File: src/rtl/core/sswf_pkg.sv
// Shared types and constants for the sync-write framer.
`timescale 1ns / 1ps
`default_nettype none

package sswf_pkg;

  localparam int CNT_W = 6;
  localparam int MT_W = 16;
  localparam int POS_W = 10;

  localparam logic [7:0] SYNC_MARK = 8'hFF;
  localparam logic [7:0] BROADCAST_ID = 8'hFE;
  localparam logic [7:0] INSTR_SYNC_WRITE = 8'h83;
  localparam logic [7:0] ADDR_GOAL_POS = 8'h1E;
  localparam logic [7:0] DATA_PER_SERVO = 8'h04;
  localparam logic [9:0] SPEED_FACTOR = 10'd848;
  localparam logic [9:0] SPEED_MAX = 10'd1023;
  localparam logic [9:0] SPEED_MIN = 10'd26;

  localparam logic [MT_W-1:0] MOVE_TIME_RST = 16'd1;
  localparam logic [CNT_W-1:0] SERVO_COUNT_RST = 6'd18;

  typedef enum logic {
    CFG_MOVE_TIME   = 1'b0,
    CFG_SERVO_COUNT = 1'b1
  } cfg_idx_t;

  typedef struct packed {
    logic [7:0]       bus_id;
    logic [POS_W-1:0] current_position;
    logic [POS_W-1:0] goal_position;
  } in_t;

  typedef struct packed {
    logic [7:0] tx_byte;
    logic       frame_end;
  } out_t;

  typedef enum logic [3:0] {
    B_SYNC0   = 4'd0,
    B_SYNC1   = 4'd1,
    B_BCAST   = 4'd2,
    B_LEN     = 4'd3,
    B_INSTR   = 4'd4,
    B_ADDR    = 4'd5,
    B_SIZE    = 4'd6,
    B_ID      = 4'd7,
    B_GOAL_LO = 4'd8,
    B_GOAL_HI = 4'd9,
    B_SPD_LO  = 4'd10,
    B_SPD_HI  = 4'd11,
    B_CHK     = 4'd12
  } byte_sel_t;

  typedef struct packed {
    logic      accept;
    logic      load;
    byte_sel_t sel;
  } dp_cmd_t;

  typedef struct packed {
    logic             out_free;
    logic             div_done;
    logic [CNT_W-1:0] count;
  } dp_sts_t;

endpackage

`default_nettype wire

File: src/rtl/core/servo_sync_write_framer.sv
// Top level of the servo-bus sync-write packet framer.
// Each input transaction is one servo record; the block emits its packet bytes one per
// output transaction: a seven-byte header before the first record of a frame, five bytes
// per record (id, goal low/high, speed low/high) and the checksum after the last record,
// flagged by frame_end. The speed quotient comes from a radix-4 restoring divider; header,
// id and goal bytes go out while it runs. Configuration writes are always taken (cfg_ready
// is tied high); index 0 is move_time, index 1 is servo_count.
`timescale 1ns / 1ps
`default_nettype none

module servo_sync_write_framer import sswf_pkg::*; #(
  parameter int MAX_RECORDS = 50
) (
  input  wire logic            clk,
  input  wire logic            rst_n,
  input  wire logic            in_valid,
  output logic                 in_ready,
  input  wire in_t             in_data,
  output logic                 out_valid,
  input  wire logic            out_ready,
  output out_t                 out_data,
  input  wire logic            cfg_valid,
  output logic                 cfg_ready,
  input  wire logic            cfg_index,
  input  wire logic [MT_W-1:0] cfg_data
);

  dp_cmd_t cmd;
  dp_sts_t sts;

  assign cfg_ready = 1'b1;

  sswf_ctrl u_ctrl (
    .clk      (clk),
    .rst_n    (rst_n),
    .in_valid (in_valid),
    .in_ready (in_ready),
    .cmd      (cmd),
    .sts      (sts)
  );

  sswf_dp #(
    .MAX_RECORDS (MAX_RECORDS)
  ) u_dp (
    .clk       (clk),
    .rst_n     (rst_n),
    .cmd       (cmd),
    .sts       (sts),
    .in_data   (in_data),
    .out_data  (out_data),
    .out_valid (out_valid),
    .out_ready (out_ready),
    .cfg_valid (cfg_valid),
    .cfg_index (cfg_index),
    .cfg_data  (cfg_data)
  );

endmodule

`default_nettype wire

File: src/rtl/core/sswf_div.sv
// Radix-4 restoring divider for the servo speed quotient.
`timescale 1ns / 1ps
`default_nettype none

module sswf_div import sswf_pkg::*; (
  input  wire logic            clk,
  input  wire logic            rst_n,
  input  wire logic            start,
  input  wire logic [19:0]     dividend,
  input  wire logic [MT_W-1:0] divisor,
  output logic                 done,
  output logic [19:0]          quotient
);

  localparam int NumW = 20;
  localparam int DenW = MT_W;
  localparam int StepsPerCycle = 2;
  localparam int Iters = NumW / StepsPerCycle;
  localparam int CntW = $clog2(Iters + 1);

  logic [DenW-1:0] rem_r, rem_nxt;
  logic [NumW-1:0] quo_r, quo_nxt;
  logic [CntW-1:0] cnt_r;
  logic            busy_r, done_r;

  always_comb begin
    logic [DenW:0] t;
    logic [DenW-1:0] r;
    logic [NumW-1:0] q;
    r = rem_r;
    q = quo_r;
    t = '0;
    for (int i = 0; i < StepsPerCycle; i++) begin
      t = {r, q[NumW-1]};
      q = {q[NumW-2:0], 1'b0};
      if (t >= {1'b0, divisor}) begin
        t = t - {1'b0, divisor};
        q[0] = 1'b1;
      end
      r = t[DenW-1:0];
    end
    rem_nxt = r;
    quo_nxt = q;
  end

  always_ff @(posedge clk) begin
    if (!rst_n) begin
      busy_r <= 1'b0;
      done_r <= 1'b0;
      cnt_r  <= '0;
    end else if (start) begin
      busy_r <= 1'b1;
      done_r <= 1'b0;
      cnt_r  <= '0;
    end else if (busy_r) begin
      cnt_r <= cnt_r + 1'b1;
      if (cnt_r == CntW'(Iters - 1)) begin
        busy_r <= 1'b0;
        done_r <= 1'b1;
      end
    end
  end

  always_ff @(posedge clk) begin
    if (start) begin
      rem_r <= '0;
      quo_r <= dividend;
    end else if (busy_r) begin
      rem_r <= rem_nxt;
      quo_r <= quo_nxt;
    end
  end

  assign done = done_r;
  assign quotient = quo_r;

endmodule

`default_nettype wire

File: src/rtl/core/sswf_dp.sv
// Datapath: config registers, speed computation, byte selection, checksum, output register.
`timescale 1ns / 1ps
`default_nettype none

module sswf_dp import sswf_pkg::*; #(
  parameter int MAX_RECORDS = 50
) (
  input  wire logic             clk,
  input  wire logic             rst_n,
  input  wire dp_cmd_t          cmd,
  output dp_sts_t               sts,
  input  wire in_t              in_data,
  output out_t                  out_data,
  output logic                  out_valid,
  input  wire logic             out_ready,
  input  wire logic             cfg_valid,
  input  wire logic             cfg_index,
  input  wire logic [MT_W-1:0]  cfg_data
);

  localparam logic [CNT_W-1:0] MaxRec = CNT_W'(MAX_RECORDS);

  logic [MT_W-1:0]  move_time_r;
  logic [CNT_W-1:0] servo_count_r;
  logic [CNT_W-1:0] count_eff;
  logic [7:0]       id_r;
  logic [POS_W-1:0] goal_r;
  logic [7:0]       csum_r, csum_nxt;
  logic             out_valid_r;
  out_t             out_data_r, out_data_nxt;
  logic [POS_W-1:0] travel;
  logic [19:0]      dividend;
  logic [19:0]      quotient;
  logic             div_done;
  logic [9:0]       speed;
  logic [7:0]       len_byte;
  logic [7:0]       cnt8;
  logic             summed;

  always_ff @(posedge clk) begin
    if (!rst_n) begin
      move_time_r   <= MOVE_TIME_RST;
      servo_count_r <= SERVO_COUNT_RST;
    end else if (cfg_valid) begin
      unique case (cfg_idx_t'(cfg_index))
        CFG_MOVE_TIME:   move_time_r <= cfg_data;
        CFG_SERVO_COUNT: servo_count_r <= cfg_data[CNT_W-1:0];
      endcase
    end
  end

  always_comb begin
    count_eff = servo_count_r;
    if (servo_count_r == '0) count_eff = CNT_W'(1);
    if (servo_count_r > MaxRec) count_eff = MaxRec;
  end

  assign travel = (in_data.goal_position >= in_data.current_position) ?
                  in_data.goal_position - in_data.current_position :
                  in_data.current_position - in_data.goal_position;
  assign dividend = 20'(travel) * 20'(SPEED_FACTOR);

  sswf_div u_div (
    .clk      (clk),
    .rst_n    (rst_n),
    .start    (cmd.accept),
    .dividend (dividend),
    .divisor  (move_time_r),
    .done     (div_done),
    .quotient (quotient)
  );

  always_comb begin
    if (quotient > 20'(SPEED_MAX)) speed = SPEED_MAX;
    else if (quotient < 20'(SPEED_MIN)) speed = SPEED_MIN;
    else speed = quotient[9:0];
  end

  always_ff @(posedge clk) begin
    if (cmd.accept) begin
      id_r   <= in_data.bus_id;
      goal_r <= in_data.goal_position;
    end
  end

  assign cnt8 = 8'(count_eff);
  assign len_byte = 8'((cnt8 << 2) + cnt8 + DATA_PER_SERVO);

  always_comb begin
    out_data_nxt.frame_end = 1'b0;
    summed = 1'b1;
    case (cmd.sel)
      B_SYNC0: begin
        out_data_nxt.tx_byte = SYNC_MARK;
        summed = 1'b0;
      end
      B_SYNC1: begin
        out_data_nxt.tx_byte = SYNC_MARK;
        summed = 1'b0;
      end
      B_BCAST:   out_data_nxt.tx_byte = BROADCAST_ID;
      B_LEN:     out_data_nxt.tx_byte = len_byte;
      B_INSTR:   out_data_nxt.tx_byte = INSTR_SYNC_WRITE;
      B_ADDR:    out_data_nxt.tx_byte = ADDR_GOAL_POS;
      B_SIZE:    out_data_nxt.tx_byte = DATA_PER_SERVO;
      B_ID:      out_data_nxt.tx_byte = id_r;
      B_GOAL_LO: out_data_nxt.tx_byte = goal_r[7:0];
      B_GOAL_HI: out_data_nxt.tx_byte = 8'(goal_r[POS_W-1:8]);
      B_SPD_LO:  out_data_nxt.tx_byte = speed[7:0];
      B_SPD_HI:  out_data_nxt.tx_byte = 8'(speed[9:8]);
      B_CHK: begin
        out_data_nxt.tx_byte = ~csum_r;
        out_data_nxt.frame_end = 1'b1;
        summed = 1'b0;
      end
      default: begin
        out_data_nxt.tx_byte = '0;
        summed = 1'b0;
      end
    endcase
  end

  always_comb begin
    csum_nxt = csum_r;
    if (cmd.sel == B_SYNC0 || cmd.sel == B_CHK) csum_nxt = '0;
    else if (summed) csum_nxt = csum_r + out_data_nxt.tx_byte;
  end

  always_ff @(posedge clk) begin
    if (!rst_n) begin
      csum_r      <= '0;
      out_valid_r <= 1'b0;
    end else begin
      if (cmd.load) begin
        csum_r      <= csum_nxt;
        out_valid_r <= 1'b1;
      end else if (out_ready) begin
        out_valid_r <= 1'b0;
      end
    end
  end

  always_ff @(posedge clk) begin
    if (cmd.load) out_data_r <= out_data_nxt;
  end

  assign out_valid = out_valid_r;
  assign out_data = out_data_r;

  assign sts.out_free = !out_valid_r || out_ready;
  assign sts.div_done = div_done;
  assign sts.count = count_eff;

endmodule

`default_nettype wire

File: src/rtl/core/sswf_ctrl.sv
// Controller: record intake, byte sequencing and frame tracking.
`timescale 1ns / 1ps
`default_nettype none

module sswf_ctrl import sswf_pkg::*; (
  input  wire logic    clk,
  input  wire logic    rst_n,
  input  wire logic    in_valid,
  output logic         in_ready,
  output dp_cmd_t      cmd,
  input  wire dp_sts_t sts
);

  typedef enum logic [1:0] {
    S_IDLE = 2'b01,
    S_EMIT = 2'b10
  } state_t;

  state_t           state_r, state_nxt;
  byte_sel_t        sel_r, sel_nxt;
  logic [CNT_W-1:0] rec_idx_r, rec_idx_nxt;
  logic [CNT_W-1:0] rec_inc;
  logic             accept;
  logic             load;
  logic             spd_byte;

  assign in_ready = (state_r == S_IDLE);
  assign accept = in_valid && in_ready;
  assign spd_byte = (sel_r == B_SPD_LO) || (sel_r == B_SPD_HI);
  assign load = (state_r == S_EMIT) && sts.out_free && (!spd_byte || sts.div_done);
  assign rec_inc = rec_idx_r + 1'b1;

  always_comb begin
    state_nxt   = state_r;
    sel_nxt     = sel_r;
    rec_idx_nxt = rec_idx_r;
    unique case (state_r)
      S_IDLE: begin
        if (accept) begin
          state_nxt = S_EMIT;
          sel_nxt   = (rec_idx_r == '0) ? B_SYNC0 : B_ID;
        end
      end
      S_EMIT: begin
        if (load) begin
          if (sel_r == B_SPD_HI) begin
            if (rec_inc >= sts.count || rec_inc == '0) begin
              rec_idx_nxt = '0;
              sel_nxt     = B_CHK;
            end else begin
              rec_idx_nxt = rec_inc;
              state_nxt   = S_IDLE;
            end
          end else if (sel_r == B_CHK) begin
            state_nxt = S_IDLE;
          end else begin
            sel_nxt = byte_sel_t'(sel_r + 1'b1);
          end
        end
      end
      default: state_nxt = S_IDLE;
    endcase
  end

  always_ff @(posedge clk) begin
    if (!rst_n) begin
      state_r   <= S_IDLE;
      sel_r     <= B_SYNC0;
      rec_idx_r <= '0;
    end else begin
      state_r   <= state_nxt;
      sel_r     <= sel_nxt;
      rec_idx_r <= rec_idx_nxt;
    end
  end

  assign cmd.accept = accept;
  assign cmd.load = load;
  assign cmd.sel = sel_r;

  a_accept_starts: assert property (@(posedge clk) disable iff (!rst_n)
    accept |=> (state_r == S_EMIT) && (sel_r == B_SYNC0 || sel_r == B_ID))
    else $error("record transaction did not start a byte sequence");

  a_speed_waits_div: assert property (@(posedge clk) disable iff (!rst_n)
    (load && spd_byte) |-> sts.div_done)
    else $error("speed byte loaded before the quotient was ready");

  a_chk_closes_frame: assert property (@(posedge clk) disable iff (!rst_n)
    (load && sel_r == B_CHK) |=> (state_r == S_IDLE) && (rec_idx_r == '0))
    else $error("checksum byte did not close the frame");

endmodule

`default_nettype wire

File: config.mk
export PLATFORM = sky130hd
export DESIGN_NAME = servo_sync_write_framer
export DESIGN_NICKNAME = d
export VERILOG_FILES = /design/src/rtl/core/sswf_pkg.sv /design/src/rtl/core/servo_sync_write_framer.sv /design/src/rtl/core/sswf_div.sv /design/src/rtl/core/sswf_dp.sv /design/src/rtl/core/sswf_ctrl.sv
export SDC_FILE = /design/constraint.sdc
export NUM_CORES = 1
export LEC_CHECK = 0
export BUFFER_PORTS_ARGS = -buffer_cell sky130_fd_sc_hd__buf_2
export CAP_MARGIN = 20
export CORE_MARGIN = 4
export CORE_UTILIZATION = 40
export DETAILED_ROUTE_END_ITERATION = 16
export PLACE_DENSITY_LB_ADDON = 0.1
export SLEW_MARGIN = 10
export SYNTH_ARGS = -nofsm -noshare
export SYNTH_HDL_FRONTEND = slang
export SYNTH_SLANG_ARGS = --single-unit
File: constraint.sdc
create_clock -name clk -period 7.59 [get_ports clk]
set_clock_uncertainty 0.15 [all_clocks]
set_input_delay 0.3795 -clock clk [delete_from_list [all_inputs] [get_ports clk]]
set_output_delay 0.3795 -clock clk [all_outputs]
set_load 0.01 [all_outputs]
# == Word-level counts from Yosys, hierarchy flattened ==
# Index checks and enable logic that the tools add are counted.
# word_totals
reg_bits,112
inputBits,50
output_inout_bits,12
wordCells,122
# op_classes
addsub,10
multipliers,1
magnitude_cmp,7
n_eq_ne,21
muxes,35
n_bitwise,3
reduce_logical,28
# op_table
operator,count
$pmux 8 s12,1
$mux 20,2
$ge 17x16->1,2
$mux 16,2
$sub 16x16->16,2
$mux 10,3
$eq 4x4->1 const B,6
$gt 20x10->1 const B,1
$lt 20x5->1 const B,1
$mux 4,5
$sub 10x10->10,2
$logic_not 6->1,3
$mux 6,3
$eq 4x3->1 const B,4
$mul 10x6->16 const B,1
$mux 8,2
$ne 3x3->1 const B,4
$ge 10x10->1,1
$mux 2,5
$reduce_or 10->1,1
$mux 1,9
$add 4x1->4 const B,2
$add 8x3->8 const B,1
$add 8x6->8,1
25 further kinds,41

# == Longest topological paths before layout ==
# Gate-level depths: netlist (run 1).
# depth
ltp_word,9
ltp_mapped,26

# == Modules after synthesis ==
# A second synthesis (run 1) with hierarchy kept.
# hier_totals
cells_unflattened,1118
area_unflattened_um2,9813.2
# modules_own_cells
module,instances,cells_each,area_each_um2
sswf_dp,1,596,5166.2
sswf_div,1,394,3618.5
sswf_ctrl,1,126,1017.2
servo_sync_write_framer,1,2,11.3

# == Least setup slack after synthesis (run 1) ==
# No wires, ideal clock.
# synth_timing
path_type,input port to flip-flop
startpoint,in in_data[0] in the netlist's numbering
endpoint,"reg u_dp.u_div.quo_r[19] (netlist: u_dp.u_div.quotient[19]), data pin"
arrival_ps,5396
t_required_ps,7172
setup_slack_ps,1776
path_stages,25
path_buffers,0
path_cell_list,inv_1 -> ha_1 -> inv_1 -> fa_1 -> a21oi_2 -> o211ai_1 -> a311o_1 -> a221oi_2 -> o311ai_0 -> nand2_1 -> and3_1 -> xnor2_1 -> ha_1 -> inv_1 -> fa_1 -> fa_1 -> inv_1 -> ha_1 -> a21o_1 -> a21oi_1 -> o21ai_0 -> a41o_1 -> o41a_1 -> xnor2_1 -> o21ai_0
# synth_between
elab_chain_len,4
# synth_lines
element,line_no,rtl
from (decl),servo_sync_write_framer.sv:18,"input wire in_t in_data,"
$sub 10x10->10 (tied with other cells),sswf_dp.sv:60,in_data.current_position - in_data.goal_position;
$mux 10 (*),sswf_dp.sv:58,assign travel = (in_data.goal_position >= in_data.current_position) ?
$mul 10x6->16 (*),sswf_dp.sv:61,assign dividend = 20'(travel) * 20'(SPEED_FACTOR);
$mux 20 (*),sswf_div.sv:65,if (start) begin
to (signal assigned),sswf_div.sv:67,quo_r <= dividend;
to (signal assigned),sswf_div.sv:70,quo_r <= quo_nxt;
to (decl),sswf_div.sv:22,"logic [NumW-1:0] quo_r, quo_nxt;"
# Mark *: on every way between the ends. The rest lies on a longest branch, timed or not.
# A chain may end at the register's enable or synchronous reset.

# == Final worst setup path (run 1) ==
# layout_timing
startpoint,in in_data[0] in the netlist's numbering
endpoint,"reg u_dp.u_div.quo_r[18] (netlist: u_dp.u_div.quotient[18]), data pin"
# Same word-level chain as after synthesis.

==> results of run 1 <==
registers in the layout (all words and copies together) (netlist names):
signal	count
u_ctrl.rec_idx_r	6
u_ctrl.sel_r	4
u_ctrl.state_r	2
u_dp.csum_r	8
u_dp.goal_r	10
u_dp.id_r	8
u_dp.move_time_r	16
u_dp.out_data	9
u_dp.out_valid	1
u_dp.servo_count_r	6
u_dp.u_div.busy_r	1
u_dp.u_div.cnt_r	4
u_dp.u_div.done	1
u_dp.u_div.quotient	20
u_dp.u_div.rem_r	16
critical path, delay by kind of cell:
family | cells | cell delay (ns)
AO/OA/AOI/OAI | 10 | 2.06
adder cells (fa/ha/maj) | 6 | 2.13
buffers and inverters | 5 | 0.32
AND/OR/NAND/NOR | 5 | 0.77
XOR/XNOR | 1 | 0.36
how the worst max path moves through the flow:
stage          startpoint                      end  slack [ns]
2_1_floorplan  in_data[0]  u_dp.u_div.quotient[19]        1.78
3_3_place_gp   in_data[0]  u_dp.u_div.quotient[19]        1.24
3_5_place_dp   in_data[0]  u_dp.u_div.quotient[18]        1.11
4_1_cts        in_data[0]  u_dp.u_div.quotient[18]        1.51
5_1_grt        in_data[0]  u_dp.u_div.quotient[18]        1.00
6_report       in_data[0]  u_dp.u_div.quotient[18]        1.52
stage by stage:
step	hold WS, ns	util [%]
final	0.0332	44.6
after global routing	0.0128	44.6
after CTS	0.0147	44.6
after detailed placement	0.300	43.2
after global placement	0.294	43.2
after floorplan	0.286	-
metal layers:
layer	vias up	GRT usage, %	wire length, µm
met5	-	0	0
met4	0	4.69	360
met3	33	2.02	1050
met2	196	29.2	10900
met1	3755	27.9	12500
li1	4171	-	-
area by class of cell:
cell class | count | area (µm²)
fillers | 2400 | 13100
multi-input cells | 864 | 6280
flip-flops and latches | 112 | 2670
inverters | 126 | 473
well taps | 319 | 399
repair buffers | 72 | 390
clock buffers | 9 | 225
clock inverters | 7 | 95.1
cell families (layout without fill, tap and decap cells):
family / count (synthesis) / in the layout / share of synthesized area (%)
muxes: 26 / 26 / 2.93
other: 1 / 1 / 0.0387
DFF: 112 / 112 / 27.6
adders and majority gates: 136 / 136 / 19.0
and+or+nand+nor: 348 / 348 / 17.1
xor gates and xnor gates: 51 / 51 / 4.61
buffers and inverters: 173 / 214 / 7.60
AOI/OAI and AO/OA: 302 / 302 / 21.1
where the power goes:
group | internal (mW) | leakage, nW | switching (mW) | total, mW
Sequential | 0.749 | 0.977 | 0.0705 | 0.820
Clock | 0.267 | 0.157 | 0.256 | 0.524
Combinational | 1.58 | 3.41 | 2.17 | 3.75
cells in the mapped netlist (all sizes together) (6+ instances only):
cell type  count
a21oi         66
nand2        108
and3          16
edfxtp        43
o21a          11
buf           14
a31oi         21
a22oi          9
a211oi        11
clkbuf        31
nand2b         9
a21boi         9
nand3         55
xnor2         36
ha           117
xor2          15
a21o          23
dfxtp         69
nor4           6
nor2          77
inv          125
mux2i         10
o21ai         71
mux2          16
nor2b         16
nor3          28
fa            19
o211ai        13
==> impl_metrics.py, run 1 <==
metrics = {
    "run_status": {
        "status": "finished clean",
    },
    "floorplan": {
        "ioPinCount": 62,
        "row_count": 56,
        "die_w_um": 164,
        "die_h_um": 164,
        "die-area_um2": 26800,
        "floorplan.core_area_um2": 23600,
        "start_util_pct": 41.0,
    },
    "synthesis": {
        "yosysWarningCount": 0,
        "async_reset_ff_share_pct": 0,
        "ys_top_cells_by_area": "ha_1 (15%), dfxtp_1 (14%), edfxtp_1 (13%)",
        "yosysTopAreaCell": "ha_1",
        "netlist_instances": 1149,
        "netlist_area_um2": 9690,
        "synth_edf_count": 43,
        "syn_area_per_cell_um2": 8.43,
        "netlist.area_leader.share_pct": 15.1,
        "ys_seq_elements": 112,
        "synthDistinctLibCells": 87,
        "syn_nets": 1335,
        "ys.flop_type": "dfxtp_1",
        "ys_seq_area_share_pct": 27.6,
    },
    "worst_setup_path": {
        "crit_type": "in2reg",
        "required_ns": 7.55,
        "r2r_slack_ns": 1.79,
        "critPathCaptureType": "flip-flop",
        "r2r_cells": 18,
        "critPathArrivalTime_ns": 6.03,
        "r2r-end": "u_dp.u_div.rem_r[14]",
        "worst_path_most_repeated_cell": "inv_1",
        "cpPeakStageDelay_ns": 0.54,
        "cp-start-kind": "primary input",
        "r2r-start": "u_dp.move_time_r[1]",
        "crit_fanout": 4,
        "slowest_stage": "fa_1",
    },
    "pwr": {
        "p_per_area_nw_per_um2": 484,
        "leakage_nw": 4.54,
        "peakVddDrop_uv": 248,
        "total_power_mw": 5.10,
    },
    "sta": {
        "period_share_pct": 80.0,
        "tns_ns": 0,
        "layout_setup_ws_ns": 1.52,
        "grt_setup_unrepaired": "false",
        "max_freq_mhz": 165,
        "worstMarginPinSlew_ns": 0.884,
        "relSlewSlack_pct": 40.7,
        "slew_violations": 0,
        "fin_crit_ns": 6.07,
        "setup_viol": 0,
        "final_hold_viol_count": 0,
    },
    "global_routing": {
        "grt_pass1_vias": 7751,
        "grt_pass1_wl_mm": 40.9,
        "antenna_found_initial": 0,
        "grt_max_degree": 57,
        "gr-total-overflow": 0,
        "grt_use_total_pct": 18.8,
    },
    "placed_design": {
        "gp_congestion": 0.897,
        "dpl_cell_area_um2": 10200,
        "dp_slack_ns": 1.11,
        "port_buffers": 60,
        "place.detailed.hpwl_mm": 19.2,
        "place_inst": 1492,
    },
    "cells_and_area": {
        "final_cell_mix": "inv_1 (125), ha_1 (117), nand2_1 (108), nor2_1 (76), o21ai_0 (69)",
        "antenna_cells": 0,
        "drive_gt1_share_pct": 11.1,
        "final_common_cell": "inv_1",
        "fin_nets": 1371,
        "fin_area_um2": 10500,
        "area_growth_pct": 8.81,
        "stdcell_count": 1509,
    },
    "clocking": {
        "post_cts_buffers": 0,
        "cts.sinks": 112,
        "cts_resized": 0,
        "clock_path_buffers": 2,
        "clk_pin_slew_worst_paths_ns": 0.09,
        "tritoncts": "built",
        "root_buffer": "clkbuf_16",
        "cts_made_buffers": 9,
        "cts.hold.buffers_added": 0,
        "clkLatencyLatePin_ns": 0.36,
        "htree_levels": 3,
    },
    "drt": {
        "drt-wirelength-per-cell_um": 16.4,
        "route.antenna.remaining_nets": 0,
        "drt-vias-per-instance": 5.40,
        "route.detailed.drc": 0,
        "drt_first_pass_iters": 5,
        "drt_iter0_markers": 566,
        "routed_wl_mm": 24.8,
        "num_vias": 8155,
    },
    "min_path": {
        "min_path_type": "in2reg",
        "hold_path_depth": 1,
        "min_from": "in_data[20]",
        "hold_end": "u_dp.id_r[0]",
    },
    "job": {
        "cap_violations": 0,
    },
}
No activity file was read; power rests on OpenSTA's default activity.
==> inputs of run 2 (changes only) <==
==> constraint.sdc (replaced) <==
create_clock -name clk -period 6.3 [get_ports clk]
set_clock_uncertainty 0.15 [all_clocks]
set_input_delay 0.315 -clock clk [delete_from_list [all_inputs] [get_ports clk]]
set_output_delay 0.315 -clock clk [all_outputs]
set_load 0.01 [all_outputs]
==> impl_metrics.py, run 2 (synthesis gave the netlist of run 1 again) <==
metrics = {
    "pwr": {
        "p_switching_mw": 3.05,
        "combPwrFrac_pct": 74.5,
        "power.internal_mw": 3.15,
        "p_per_area_nw_per_um2": 571,
        "clockPowerShare_pct": 9.5,
        "total_power_mw": 6.19,
        "leakage_nw": 4.67,
        "peakVddDrop_uv": 441,
        "pwr-share-seq_pct": 16.0,
        "swShare_pct": 49.2,
    },
    "sta": {
        "worstMarginPinSlew_ns": 1.00,
        "layout_setup_ws_ns": 0.203,
        "slew_violations": 0,
        "fin_crit_ns": 6.10,
        "period_share_pct": 96.8,
        "tns_ns": 0,
        "final_hold_viol_count": 0,
        "setup_viol": 0,
        "relSlewSlack_pct": 33.0,
        "max_freq_mhz": 164,
    },
    "placed_design": {
        "place.detailed.hpwl_mm": 19.4,
        "dp_slack_ns": 0.0140,
        "gp_congestion": 0.878,
        "port_buffers": 60,
        "place_inst": 1498,
    },
    "cells_and_area": {
        "ff_latch_area_um2": 2670,
        "final_cell_mix": "inv_1 (125), ha_1 (112), nand2_1 (107), nor2_1 (76), dfxtp_1 (68)",
        "area_growth_pct": 12.0,
        "final_common_cell": "inv_1",
        "largest_reg_flops": 20,
        "multi_input_area_um2": 6390,
        "fin_nets": 1395,
        "antenna_cells": 0,
        "final_core_util_pct": 45.9,
        "nFillCells": 2374,
        "drive_gt1_share_pct": 12.7,
        "stdcell_count": 1533,
    },
    "clocking": {
        "cts_made_buffers": 9,
        "tritoncts": "built",
        "clkLatencyLatePin_ns": 0.37,
        "clock_path_buffers": 2,
        "clk_pin_slew_worst_paths_ns": 0.09,
        "root_buffer": "clkbuf_16",
        "cts.sinks": 112,
        "htree_levels": 3,
    },
    "drt": {
        "drt_first_pass_iters": 5,
        "route.detailed.drc": 0,
        "drt-wirelength-per-cell_um": 16.6,
        "routed_wl_mm": 25.4,
        "drt-vias-per-instance": 5.43,
        "num_vias": 8318,
        "drt_iter0_markers": 437,
        "route.antenna.remaining_nets": 0,
    },
    "worst_setup_path": {
        "r2r_cells": 18,
        "cp-start-kind": "primary input",
        "r2r-end": "u_dp.u_div.rem_r[7]",
        "critPathCaptureType": "flip-flop",
        "crit_fanout": 3,
        "crit_type": "in2reg",
        "r2r-start": "u_dp.move_time_r[1]",
        "r2r_slack_ns": 0.85,
        "required_ns": 6.38,
        "critPathArrivalTime_ns": 6.17,
    },
    "global_routing": {
        "grt_pass1_wl_mm": 41.6,
        "gr-total-overflow": 0,
        "grt_max_degree": 57,
        "antenna_found_initial": 0,
        "grt_use_total_pct": 19.2,
        "grt_pass1_vias": 7988,
    },
    "floorplan": {
        "die_h_um": 164,
        "ioPinCount": 62,
        "die-area_um2": 26800,
        "start_util_pct": 41.0,
        "die_w_um": 164,
        "floorplan.core_area_um2": 23600,
        "row_count": 56,
    },
    "job": {
        "cap_violations": 0,
    },
    "run_status": {
        "status": "finished clean",
    },
    "min_path": {
        "hold_end": "u_dp.goal_r[9]",
        "hold_path_depth": 1,
        "min_from": "in_data[9]",
        "min_path_type": "in2reg",
    },
}
-- run 2: metrics by stage --
| stage | cell area (µm²) | hold WS, ns |
|---|---|---|
| 6_report | 10800 | 0.0224 |
| 5_1_grt | 10800 | 0.00111 |
| 4_1_cts | 10700 | 0.000923 |
| 3_5_place_dp | 10300 | 0.299 |
| 3_3_place_gp | 10200 | 0.294 |
| 2_1_floorplan | 9690 | 0.264 |
-- run 2: worst max path at each step --
stage               slack (ns)                 endpoint  startpoint  cells past startpoint
floorplan                 0.55  u_dp.u_div.quotient[19]  in_data[0]                     25
global placement          0.07  u_dp.u_div.quotient[18]  in_data[0]                     26
detailed placement        0.01  u_dp.u_div.quotient[18]  in_data[0]                     26
CTS                       0.03  u_dp.u_div.quotient[18]  in_data[2]                     25
global route             -0.04  u_dp.u_div.quotient[18]  in_data[4]                     25
finish                    0.20  u_dp.u_div.quotient[18]  in_data[4]                     24
-- run 2: repair_timing --
item | CTS | global route
buffers inserted | 0 | 4
hold buffers | 14 | 0
hold endpoints to repair | 14 | 0
endpoints found under the setup margin | 0 | 4
gates resized for setup | 0 | 22
-- run 2: cell type report --
| type | instances | area share, % |
|---|---|---|
| clock buffer | 10 | 2.11 |
| clock inverter | 6 | 0.531 |
| inverter | 126 | 4.36 |
| multi-input combinational | 864 | 58.9 |
| sequential | 112 | 24.6 |
| tap | 319 | 3.68 |
| timing repair buffer | 96 | 5.77 |
-- run 2: power by group through the flow --
stage / registers, mW / clock network (mW) / logic (mW)
finish: 0.991 / 0.590 / 4.61
global route: 1.01 / 0.636 / 5.22
CTS: 0.991 / 0.612 / 4.59
detailed placement: 1.01 / 0 / 4.56
global placement: 1.01 / 0 / 4.55
floorplan: 0.968 / 0 / 3.68
-- run 2: metal layers --
| metal | global-route usage, % | vias to the layer above | routed length, µm |
|---|---|---|---|
| li1 | - | 4211 | - |
| met1 | 27.5 | 3901 | 12500 |
| met4 | 5.03 | 0 | 442 |
| met2 | 30.8 | 176 | 11500 |
| met5 | 0 | - | 0 |
| met3 | 2.09 | 30 | 942 |
-- run 2: critical path: stages --
cell and delay, ns:
dlygate4sd3_1 0.53, buf_2 0.14, ha_1 0.25, nor3_1 0.28, o211ai_1 0.20, a311o_1 0.35
a221oi_2 0.35, nor3_1 0.12, o41ai_2 0.32, nand3_1 0.21, xor2_2 0.21, ha_1 0.32
fa_1 0.48, inv_1 0.05, fa_1 0.52, inv_1 0.04, ha_1 0.29, inv_1 0.06
a21oi_1 0.17, o21a_1 0.15, o21a_1 0.16, o211ai_1 0.13, a2111oi_0 0.36, nand3b_1 0.15
